**config.mk**
```make
export PLATFORM = sky130hd
export DESIGN_NAME = register_machine_execute_unit_core
export DESIGN_NICKNAME = d
export VERILOG_FILES = /design/src/design/rmeu_pkg.sv /design/src/design/register_machine_execute_unit_core.sv
export SDC_FILE = /design/constraint.sdc
export NUM_CORES = 1
export LEC_CHECK = 0
export BUFFER_PORTS_ARGS = -buffer_cell sky130_fd_sc_hd__buf_2
export CELL_PAD_IN_SITES_DETAIL_PLACEMENT = 1
export CELL_PAD_IN_SITES_GLOBAL_PLACEMENT = 2
export CORE_MARGIN = 2
export CORE_UTILIZATION = 49
export CTS_CLUSTER_SIZE = 24
export DETAILED_ROUTE_END_ITERATION = 16
export PLACE_DENSITY = 0.89
export SLEW_MARGIN = 20
export SYNTH_ARGS = -nofsm -noshare
export SYNTH_HDL_FRONTEND = slang
export SYNTH_SLANG_ARGS = --single-unit
```
**constraint.sdc**
```tcl
create_clock -name clk -period 22.1 [get_ports clk]
set_input_delay 4.42 -clock clk [delete_from_list [all_inputs] [get_ports clk]]
set_output_delay 4.42 -clock clk [all_outputs]
set_load 0.02 [all_outputs]
```
**src/design/rmeu_pkg.sv**
```systemverilog
// Shared types, function codes and decode helpers for the register machine execute unit.
package rmeu_pkg;

  localparam int RMEU_NUM_REGS = 16;
  localparam int RMEU_DATA_W   = 32;
  localparam int RMEU_FUNC_W   = 5;
  localparam int RMEU_REG_W    = 4;
  localparam int RMEU_ITER_W   = 5;

  localparam logic [RMEU_FUNC_W-1:0] FN_MOV_I   = 5'd0;
  localparam logic [RMEU_FUNC_W-1:0] FN_ADD_I   = 5'd1;
  localparam logic [RMEU_FUNC_W-1:0] FN_SUB_I   = 5'd2;
  localparam logic [RMEU_FUNC_W-1:0] FN_MUL_I   = 5'd3;
  localparam logic [RMEU_FUNC_W-1:0] FN_DIV_I   = 5'd4;
  localparam logic [RMEU_FUNC_W-1:0] FN_MOD_I   = 5'd5;
  localparam logic [RMEU_FUNC_W-1:0] FN_PRINT_I = 5'd6;
  localparam logic [RMEU_FUNC_W-1:0] FN_MOV_R   = 5'd7;
  localparam logic [RMEU_FUNC_W-1:0] FN_ADD_R   = 5'd8;
  localparam logic [RMEU_FUNC_W-1:0] FN_SUB_R   = 5'd9;
  localparam logic [RMEU_FUNC_W-1:0] FN_MUL_R   = 5'd10;
  localparam logic [RMEU_FUNC_W-1:0] FN_DIV_R   = 5'd11;
  localparam logic [RMEU_FUNC_W-1:0] FN_MOD_R   = 5'd12;
  localparam logic [RMEU_FUNC_W-1:0] FN_PRINT_R = 5'd13;
  localparam logic [RMEU_FUNC_W-1:0] FN_JMP     = 5'd14;
  localparam logic [RMEU_FUNC_W-1:0] FN_JEQ     = 5'd15;
  localparam logic [RMEU_FUNC_W-1:0] FN_JLT     = 5'd16;
  localparam logic [RMEU_FUNC_W-1:0] FN_JGT     = 5'd17;

  typedef struct packed {
    logic [RMEU_FUNC_W-1:0]        func;
    logic signed [RMEU_DATA_W-1:0] imm;
    logic [RMEU_REG_W-1:0]         src_reg;
    logic [RMEU_REG_W-1:0]         dst_reg;
  } rmeu_in_t;

  typedef struct packed {
    logic                          printed;
    logic signed [RMEU_DATA_W-1:0] print_value;
    logic                          status;
    logic signed [RMEU_DATA_W-1:0] pc_value;
  } rmeu_out_t;

  typedef enum logic [3:0] {
    OP_MOV, OP_ADD, OP_SUB, OP_MUL, OP_DIV, OP_MOD, OP_PRINT,
    OP_JMP, OP_JEQ, OP_JLT, OP_JGT, OP_NOP
  } rmeu_op_t;

  typedef enum logic [2:0] {
    ST_IDLE, ST_SRC, ST_DST, ST_NEGB, ST_MUL, ST_DIV, ST_FIX, ST_DONE
  } rmeu_state_t;

  function automatic rmeu_op_t rmeu_decode(logic [RMEU_FUNC_W-1:0] func);
    rmeu_op_t op;
    case (func)
      FN_MOV_I, FN_MOV_R:     op = OP_MOV;
      FN_ADD_I, FN_ADD_R:     op = OP_ADD;
      FN_SUB_I, FN_SUB_R:     op = OP_SUB;
      FN_MUL_I, FN_MUL_R:     op = OP_MUL;
      FN_DIV_I, FN_DIV_R:     op = OP_DIV;
      FN_MOD_I, FN_MOD_R:     op = OP_MOD;
      FN_PRINT_I, FN_PRINT_R: op = OP_PRINT;
      FN_JMP:                 op = OP_JMP;
      FN_JEQ:                 op = OP_JEQ;
      FN_JLT:                 op = OP_JLT;
      FN_JGT:                 op = OP_JGT;
      default:                op = OP_NOP;
    endcase
    return op;
  endfunction

  function automatic logic rmeu_uses_reg(logic [RMEU_FUNC_W-1:0] func);
    return func inside {[FN_MOV_R:FN_PRINT_R]};
  endfunction

endpackage

```
**src/design/register_machine_execute_unit_core.sv**
```systemverilog
// Instruction execute unit: register file, program counter and a shared iterative adder.
// Every request passes source read, destination read and a done state; multiply adds 32
// shift-add passes of the shared adder, divide and modulo add sign fix-ups plus 32 restoring
// subtract passes. Division by zero skips the passes and sets the error status.
// One request at a time; the next is taken the cycle after the result is registered, and
// the done state holds while the output is stalled. Synchronous active-low reset clears the
// registers, the program counter and the output valid.
module register_machine_execute_unit_core
  import rmeu_pkg::*;
#(
  parameter int NUM_REGS = RMEU_NUM_REGS
) (
  input  logic      clk,
  input  logic      rst_n,
  input  logic      in_valid,
  output logic      in_stall,
  input  rmeu_in_t  in_data,
  output logic      out_valid,
  input  logic      out_stall,
  output rmeu_out_t out_data
);

  localparam int RIDX_W = (NUM_REGS > 1) ? $clog2(NUM_REGS) : 1;
  localparam int DW     = RMEU_DATA_W;

  rmeu_state_t state_r, state_nxt;
  rmeu_in_t    ins_r, ins_nxt;
  rmeu_op_t    op_r, op_nxt;

  logic [DW-1:0] opnd_r, opnd_nxt;
  logic [DW-1:0] acc_r, acc_nxt;
  logic [DW-1:0] quo_r, quo_nxt;
  logic [DW-1:0] dvs_r, dvs_nxt;
  logic [DW-1:0] res_r, res_nxt;
  logic [DW-1:0] pval_r, pval_nxt;
  logic [DW-1:0] pc_r, pc_nxt;
  logic [RMEU_ITER_W-1:0] cnt_r, cnt_nxt;
  logic na_r, na_nxt, nb_r, nb_nxt;
  logic wr_r, wr_nxt, sts_r, sts_nxt, prt_r, prt_nxt;

  logic      out_valid_r, out_valid_nxt;
  rmeu_out_t out_data_r, out_data_nxt;

  // register file
  logic [DW-1:0]       mem [NUM_REGS];
  logic [NUM_REGS-1:0] vld_r;
  logic [DW-1:0]       rd_data_r;
  logic                rd_hit_r;
  logic [RMEU_REG_W-1:0] rd_idx;
  logic [RIDX_W-1:0]   rd_addr, wr_addr;
  logic                rd_inrange, wr_inrange, mem_we;
  logic [DW-1:0]       regval;

  // shared adder
  logic [DW-1:0] alu_a, alu_b;
  logic          alu_sub;
  logic [DW:0]   alu_sum;

  logic [DW-1:0] rem_sh, fix_x;
  logic          take, fix_neg, qbit, out_free;

  assign alu_sum = alu_sub ? ({1'b0, alu_a} - {1'b0, alu_b})
                           : ({1'b0, alu_a} + {1'b0, alu_b});

  assign rd_idx     = (state_r == ST_IDLE) ? in_data.src_reg : ins_r.dst_reg;
  assign rd_addr    = RIDX_W'(rd_idx);
  assign rd_inrange = (32'(rd_idx) < 32'(NUM_REGS));
  assign wr_addr    = RIDX_W'(ins_r.dst_reg);
  assign wr_inrange = (32'(ins_r.dst_reg) < 32'(NUM_REGS));
  assign regval     = rd_hit_r ? rd_data_r : '0;

  assign out_free  = !out_valid_r || !out_stall;
  assign in_stall  = (state_r != ST_IDLE);
  assign out_valid = out_valid_r;
  assign out_data  = out_data_r;

  assign rem_sh  = {acc_r[DW-2:0], quo_r[DW-1]};
  assign fix_neg = (op_r == OP_MOD) ? na_r : (na_r ^ nb_r);
  assign fix_x   = (op_r == OP_MOD) ? acc_r : quo_r;
  assign qbit    = !alu_sum[DW];

  always_comb begin
    case (op_r)
      OP_JMP:  take = 1'b1;
      OP_JEQ:  take = (regval == '0);
      OP_JLT:  take = regval[DW-1];
      OP_JGT:  take = (regval != '0) && !regval[DW-1];
      default: take = 1'b0;
    endcase
  end

  always_comb begin
    state_nxt     = state_r;
    ins_nxt       = ins_r;
    op_nxt        = op_r;
    opnd_nxt      = opnd_r;
    acc_nxt       = acc_r;
    quo_nxt       = quo_r;
    dvs_nxt       = dvs_r;
    res_nxt       = res_r;
    pval_nxt      = pval_r;
    pc_nxt        = pc_r;
    cnt_nxt       = cnt_r;
    na_nxt        = na_r;
    nb_nxt        = nb_r;
    wr_nxt        = wr_r;
    sts_nxt       = sts_r;
    prt_nxt       = prt_r;
    alu_a         = '0;
    alu_b         = '0;
    alu_sub       = 1'b0;
    mem_we        = 1'b0;
    out_valid_nxt = out_valid_r && out_stall;
    out_data_nxt  = out_data_r;

    case (state_r)
      ST_IDLE: begin
        if (in_valid) begin
          ins_nxt   = in_data;
          op_nxt    = rmeu_decode(in_data.func);
          wr_nxt    = 1'b0;
          sts_nxt   = 1'b0;
          prt_nxt   = 1'b0;
          pval_nxt  = '0;
          state_nxt = ST_SRC;
        end
      end
      ST_SRC: begin
        opnd_nxt  = rmeu_uses_reg(ins_r.func) ? regval : DW'(ins_r.imm);
        state_nxt = ST_DST;
      end
      ST_DST: begin
        state_nxt = ST_DONE;
        case (op_r)
          OP_MOV: begin
            res_nxt = opnd_r;
            wr_nxt  = 1'b1;
          end
          OP_ADD, OP_SUB: begin
            alu_a   = regval;
            alu_b   = opnd_r;
            alu_sub = (op_r == OP_SUB);
            res_nxt = alu_sum[DW-1:0];
            wr_nxt  = 1'b1;
          end
          OP_MUL: begin
            acc_nxt   = '0;
            quo_nxt   = opnd_r;
            dvs_nxt   = regval;
            cnt_nxt   = '0;
            state_nxt = ST_MUL;
          end
          OP_DIV, OP_MOD: begin
            if (opnd_r == '0) begin
              sts_nxt = 1'b1;
            end else begin
              // take the dividend magnitude
              na_nxt    = regval[DW-1];
              nb_nxt    = opnd_r[DW-1];
              alu_a     = regval[DW-1] ? '0 : regval;
              alu_b     = regval[DW-1] ? regval : '0;
              alu_sub   = regval[DW-1];
              quo_nxt   = alu_sum[DW-1:0];
              state_nxt = ST_NEGB;
            end
          end
          OP_PRINT: begin
            prt_nxt  = 1'b1;
            pval_nxt = opnd_r;
          end
          OP_JMP, OP_JEQ, OP_JLT, OP_JGT: begin
            alu_a  = pc_r;
            alu_b  = take ? DW'(ins_r.imm) : DW'(1);
            pc_nxt = alu_sum[DW-1:0];
          end
          default: begin
          end
        endcase
      end
      ST_NEGB: begin
        alu_a     = nb_r ? '0 : opnd_r;
        alu_b     = nb_r ? opnd_r : '0;
        alu_sub   = nb_r;
        dvs_nxt   = alu_sum[DW-1:0];
        acc_nxt   = '0;
        cnt_nxt   = '0;
        state_nxt = ST_DIV;
      end
      ST_MUL: begin
        // shift-add: add the shifted multiplicand where the multiplier bit is set
        alu_a   = acc_r;
        alu_b   = quo_r[0] ? dvs_r : '0;
        acc_nxt = alu_sum[DW-1:0];
        dvs_nxt = {dvs_r[DW-2:0], 1'b0};
        quo_nxt = {1'b0, quo_r[DW-1:1]};
        cnt_nxt = cnt_r + 1'b1;
        if (cnt_r == '1) begin
          res_nxt   = alu_sum[DW-1:0];
          wr_nxt    = 1'b1;
          state_nxt = ST_DONE;
        end
      end
      ST_DIV: begin
        // restoring step: keep the trial difference when it does not borrow
        alu_a   = rem_sh;
        alu_b   = dvs_r;
        alu_sub = 1'b1;
        acc_nxt = qbit ? alu_sum[DW-1:0] : rem_sh;
        quo_nxt = {quo_r[DW-2:0], qbit};
        cnt_nxt = cnt_r + 1'b1;
        if (cnt_r == '1) begin
          state_nxt = ST_FIX;
        end
      end
      ST_FIX: begin
        alu_a     = fix_neg ? '0 : fix_x;
        alu_b     = fix_neg ? fix_x : '0;
        alu_sub   = fix_neg;
        res_nxt   = alu_sum[DW-1:0];
        wr_nxt    = 1'b1;
        state_nxt = ST_DONE;
      end
      ST_DONE: begin
        if (out_free) begin
          mem_we                   = wr_r && wr_inrange;
          out_valid_nxt            = 1'b1;
          out_data_nxt.printed     = prt_r;
          out_data_nxt.print_value = pval_r;
          out_data_nxt.status      = sts_r;
          out_data_nxt.pc_value    = pc_r;
          state_nxt                = ST_IDLE;
        end
      end
      default: begin
        state_nxt = ST_IDLE;
      end
    endcase
  end

  always_ff @(posedge clk) begin
    if (!rst_n) begin
      state_r     <= ST_IDLE;
      out_valid_r <= 1'b0;
      pc_r        <= '0;
      vld_r       <= '0;
      rd_hit_r    <= 1'b0;
    end else begin
      state_r     <= state_nxt;
      out_valid_r <= out_valid_nxt;
      pc_r        <= pc_nxt;
      rd_hit_r    <= rd_inrange && vld_r[rd_addr];
      if (mem_we) begin
        vld_r[wr_addr] <= 1'b1;
      end
    end
  end

  always_ff @(posedge clk) begin
    ins_r      <= ins_nxt;
    op_r       <= op_nxt;
    opnd_r     <= opnd_nxt;
    acc_r      <= acc_nxt;
    quo_r      <= quo_nxt;
    dvs_r      <= dvs_nxt;
    res_r      <= res_nxt;
    pval_r     <= pval_nxt;
    cnt_r      <= cnt_nxt;
    na_r       <= na_nxt;
    nb_r       <= nb_nxt;
    wr_r       <= wr_nxt;
    sts_r      <= sts_nxt;
    prt_r      <= prt_nxt;
    out_data_r <= out_data_nxt;
  end

  always_ff @(posedge clk) begin
    if (mem_we) begin
      mem[wr_addr] <= res_r;
    end
    rd_data_r <= mem[rd_addr];
  end

endmodule

```
==> reports/results.ini <==
[worst_setup_path]
critPathKind = reg -> reg
crit_path_max_fanout = 23
r2r-start = rd_data_r[15]
arrival_ns = 8.69
r2r-end = dvs_r[31]
cp-startpoint = rd_data_r[15]
r2r_slack_ns = 13.91
cp-endpoint = dvs_r[31]
cp.required_ns = 22.61
cpMostUsedCell = o21ai_0
end_kind = flop
crit_path_top_delay_cell = o211a_1
crit_path_start_kind = flop
rr_worst_depth = 25
slowest_delay_ns = 0.70

[cts]
insertion_delay_ns = 0.68
postCtsHoldBufs = 0
clock-root-buffer = clkbuf_16
tritoncts = done
cts-buffers-inserted = 96
cts_setup_buffers = 0
cts_sinks = 910
cts_resized = 0
htreeDepth = 3
cts_buffer_depth = 3
clk_pin_slew_worst_paths_ns = 0.06

[global_routing]
grt_first_pass_wirelength_mm = 209
grt_busiest_layer = met2
grt_pass1_vias = 29685
antenna_found_initial = 8
grtUsageMet2_pct = 51.4
met3_usage_pct = 6.90
grt_max_degree = 133
grt_overflow = 0
use_met1_pct = 46.4
grtUsageTotal_pct = 33.5

[synthesis]
syn_area_um2 = 40700
async_flop_share_pct = 0
syn_avg_cell_area_um2 = 14.0
yosys_warnings = 0
ys_seq_elements = 910
synth_top_cell_by_area = edfxtp_1
synth_edf_count = 825
synth_top_area_share_pct = 60.8
ys_types = 73
netlist_instances = 2904
yosys_most_used_dff = edfxtp_1
yosysSeqAreaShare_pct = 65.0
synthTopCellsByArea = edfxtp_1 (61%), mux4_2 (7.3%), dfxtp_1 (4.2%)
syn_nets = 2994

[pwr]
p_sw_mw = 3.69
power_mw = 8.13
pwr-share-clk_pct = 20.3
cellPowerDensity_nw_per_um2 = 176
swShare_pct = 45.3
power_frac_comb_pct = 47.3
vdd_drop_max_v = 0.000249
p_int_mw = 4.45
total_leakage_power_nw = 15.4
seqPwrFrac_pct = 32.5

[job]
maxCapViolations = 0

[drt]
vias = 28735
wl_per_cell_um = 34.6
drt-pass1-iter-count = 12
totalWireLength_mm = 144
final_antenna_net_count = 0
first_iter_violations = 4507
avgViaCountPerCell = 6.93
drcViolationCount = 0

[sta]
hold_viol_final = 0
setup_viol = 0
timing.fmax_mhz = 122
timing.final.crit_share_pct = 37.0
worst_pin_slew_ns = 1.17
rsz0062_at_grt = no
fin_crit_ns = 8.19
fin_skew_ns = 0.0443
final_critical_path_setup_slack_ns = 13.91
fin_tns_setup_ns = 0
slew_headroom_pct = 22.2
slew_viol_final = 0

[floorplan]
dieArea_um2 = 85500
rows = 105
die_h_um = 292
die_w_um = 292
io-pin-count = 117
initial_utilization_pct = 49.5
core_um2 = 82200

[cells_and_area]
syn2layout_area_growth_pct = 13.1
seq_area_um2 = 26500
fill_cells = 7807
layout-drive-gt1-share_pct = 18.8
final_cell_area_um2 = 46100
final_nets = 3082
multiInputGateArea_um2 = 13700
fin_cells = 4144

[place]
place_congestion = 0.951
port_buffers = 116
dp_slack_ns = 13.97
place_inst = 3963
dp_hpwl_mm = 90.7
dpl_cell_area_um2 = 42800

[min_path]
hp-class = reg -> reg

[outcome]
status = finished, final reports clean

[state kept, by name (all words and copies together), names as in the netlist, 5 cells and up]
signal and cells:
rd_data_r 32, out_data 66, pc_r 32, vld_r 16, pval_r 32, opnd_r 32, dvs_r 32, acc_r 32
cnt_r 5, quo_r 32, res_r 32, mem 512, ins_r 37
[kinds of logic (layout without fill, tap and decap cells)]
logic type,after synthesis,in the layout,synth area share [%]
flip-flops,910,910,65.0
AO/OA/AOI/OAI,735,735,12.7
other,0,1,0
adder cells (fa/ha/maj),41,41,1.28
multiplexers,196,196,8.98
AND/OR/NAND/NOR,729,729,8.46
buffers and inverters,232,401,2.27
XOR/XNOR,61,61,1.31
[cells in the mapped netlist, types with 4 or more instances]
cell,n
a211oi_1,44
a21boi_0,23
a21o_1,21
a21oi_1,139
a221o_1,13
a221oi_1,12
a222oi_1,71
a22oi_1,39
a31oi_1,48
a32o_1,6
a32oi_1,31
and2_1,63
and3_1,62
buf_1,16
buf_2,30
clkbuf_1,156
dfxtp_1,85
edfxtp_1,825
ha_1,40
inv_1,26
mux2_2,34
mux2i_1,30
mux4_2,132
nand2_1,374
nand2b_1,22
nand3_1,16
nand4_1,6
nor2_1,94
nor2b_1,18
nor3_1,26
nor4_1,19
o211a_1,8
o211ai_1,39
o21a_1,29
o21ai_0,102
o221ai_1,22
o22ai_1,53
o31a_1,4
o31ai_1,5
or3_1,4
xnor2_1,42
xor2_1,19
[layout by cell type (no fill, tap or decap), types with 17 or more instances in the layout]
master	count
nor2b_1	17
and3_1	62
and2_1	62
nand2_1	371
a211oi_1	44
nand2b_1	20
o21ai_0	102
a32oi_1	31
clkbuf_1	24
a222oi_1	71
inv_1	26
xor2_1	18
a21boi_0	23
a21oi_1	135
a31oi_1	48
dfxtp_1	82
mux2_2	34
buf_4	73
o21a_1	29
a21o_1	21
o211ai_1	39
mux4_2	132
clkinv_2	18
mux2i_1	25
o22ai_1	53
nor3_1	18
clkbuf_16	98
edfxtp_1	825
xnor2_1	40
o221ai_1	21
ha_1	40
a22oi_1	38
buf_2	116
nor2_1	77
nor4_1	19
[power groups by stage]
stage / clock (mW) / sequential (mW) / combinational, mW
after floorplan: 0 / 2.47 / 2.27
after global placement: 0 / 2.63 / 3.60
after detailed placement: 0 / 2.64 / 3.69
after CTS: 1.67 / 2.61 / 3.73
after global routing: 1.72 / 2.65 / 4.04
final: 1.65 / 2.64 / 3.84
[worst max-delay path: cells and delay by family, from the launching register on]
family | cells | cell delay (ns)
simple gates | 7 | 2.17
xor+xnor | 2 | 0.79
flops | 1 | 0.38
compound gates | 12 | 3.89
buf+inv | 2 | 0.19
fa+ha+maj | 2 | 0.62
[worst min-delay path by stage]
stage | slack (ns) | from | depth (start not counted) | end
finish | 0.42 | pval_r[8] | 0 | out_data[41]
global route | 0.42 | pval_r[8] | 0 | out_data[41]
CTS | 0.42 | pval_r[8] | 0 | out_data[41]
detailed placement | 0.41 | pval_r[1] | 0 | out_data[34]
global placement | 0.40 | pval_r[16] | 0 | out_data[49]
floorplan | 0.40 | sts_r | 0 | out_data[32]
[stage by stage]
stage	utilization (%)	hold WS, ns
floorplan	-	0.400
global placement	52.0	0.401
detailed placement	52.1	0.406
CTS	56.0	0.416
global route	56.0	0.420
finish	56.0	0.417
[layer usage]
metal  up-vias  wire length (µm)  part of all wire, %
li1      11730                 -                    -
met1     14684             56200                   39
met2      1930             65000                   45
met3       387             15400                   11
met4         4              6870                  4.8
met5         -                24                0.017
[final cells by class]
type / instances / share of cell area (%)
antenna: 1 / 0.00543
tap: 1070 / 2.91
clock buffer: 131 / 5.79
multi-input combinational: 1762 / 29.7
clock inverter: 48 / 1.17
sequential: 910 / 57.5
inverter: 28 / 0.228
timing repair buffer: 194 / 2.70
(Power assumes the default switching activity.)
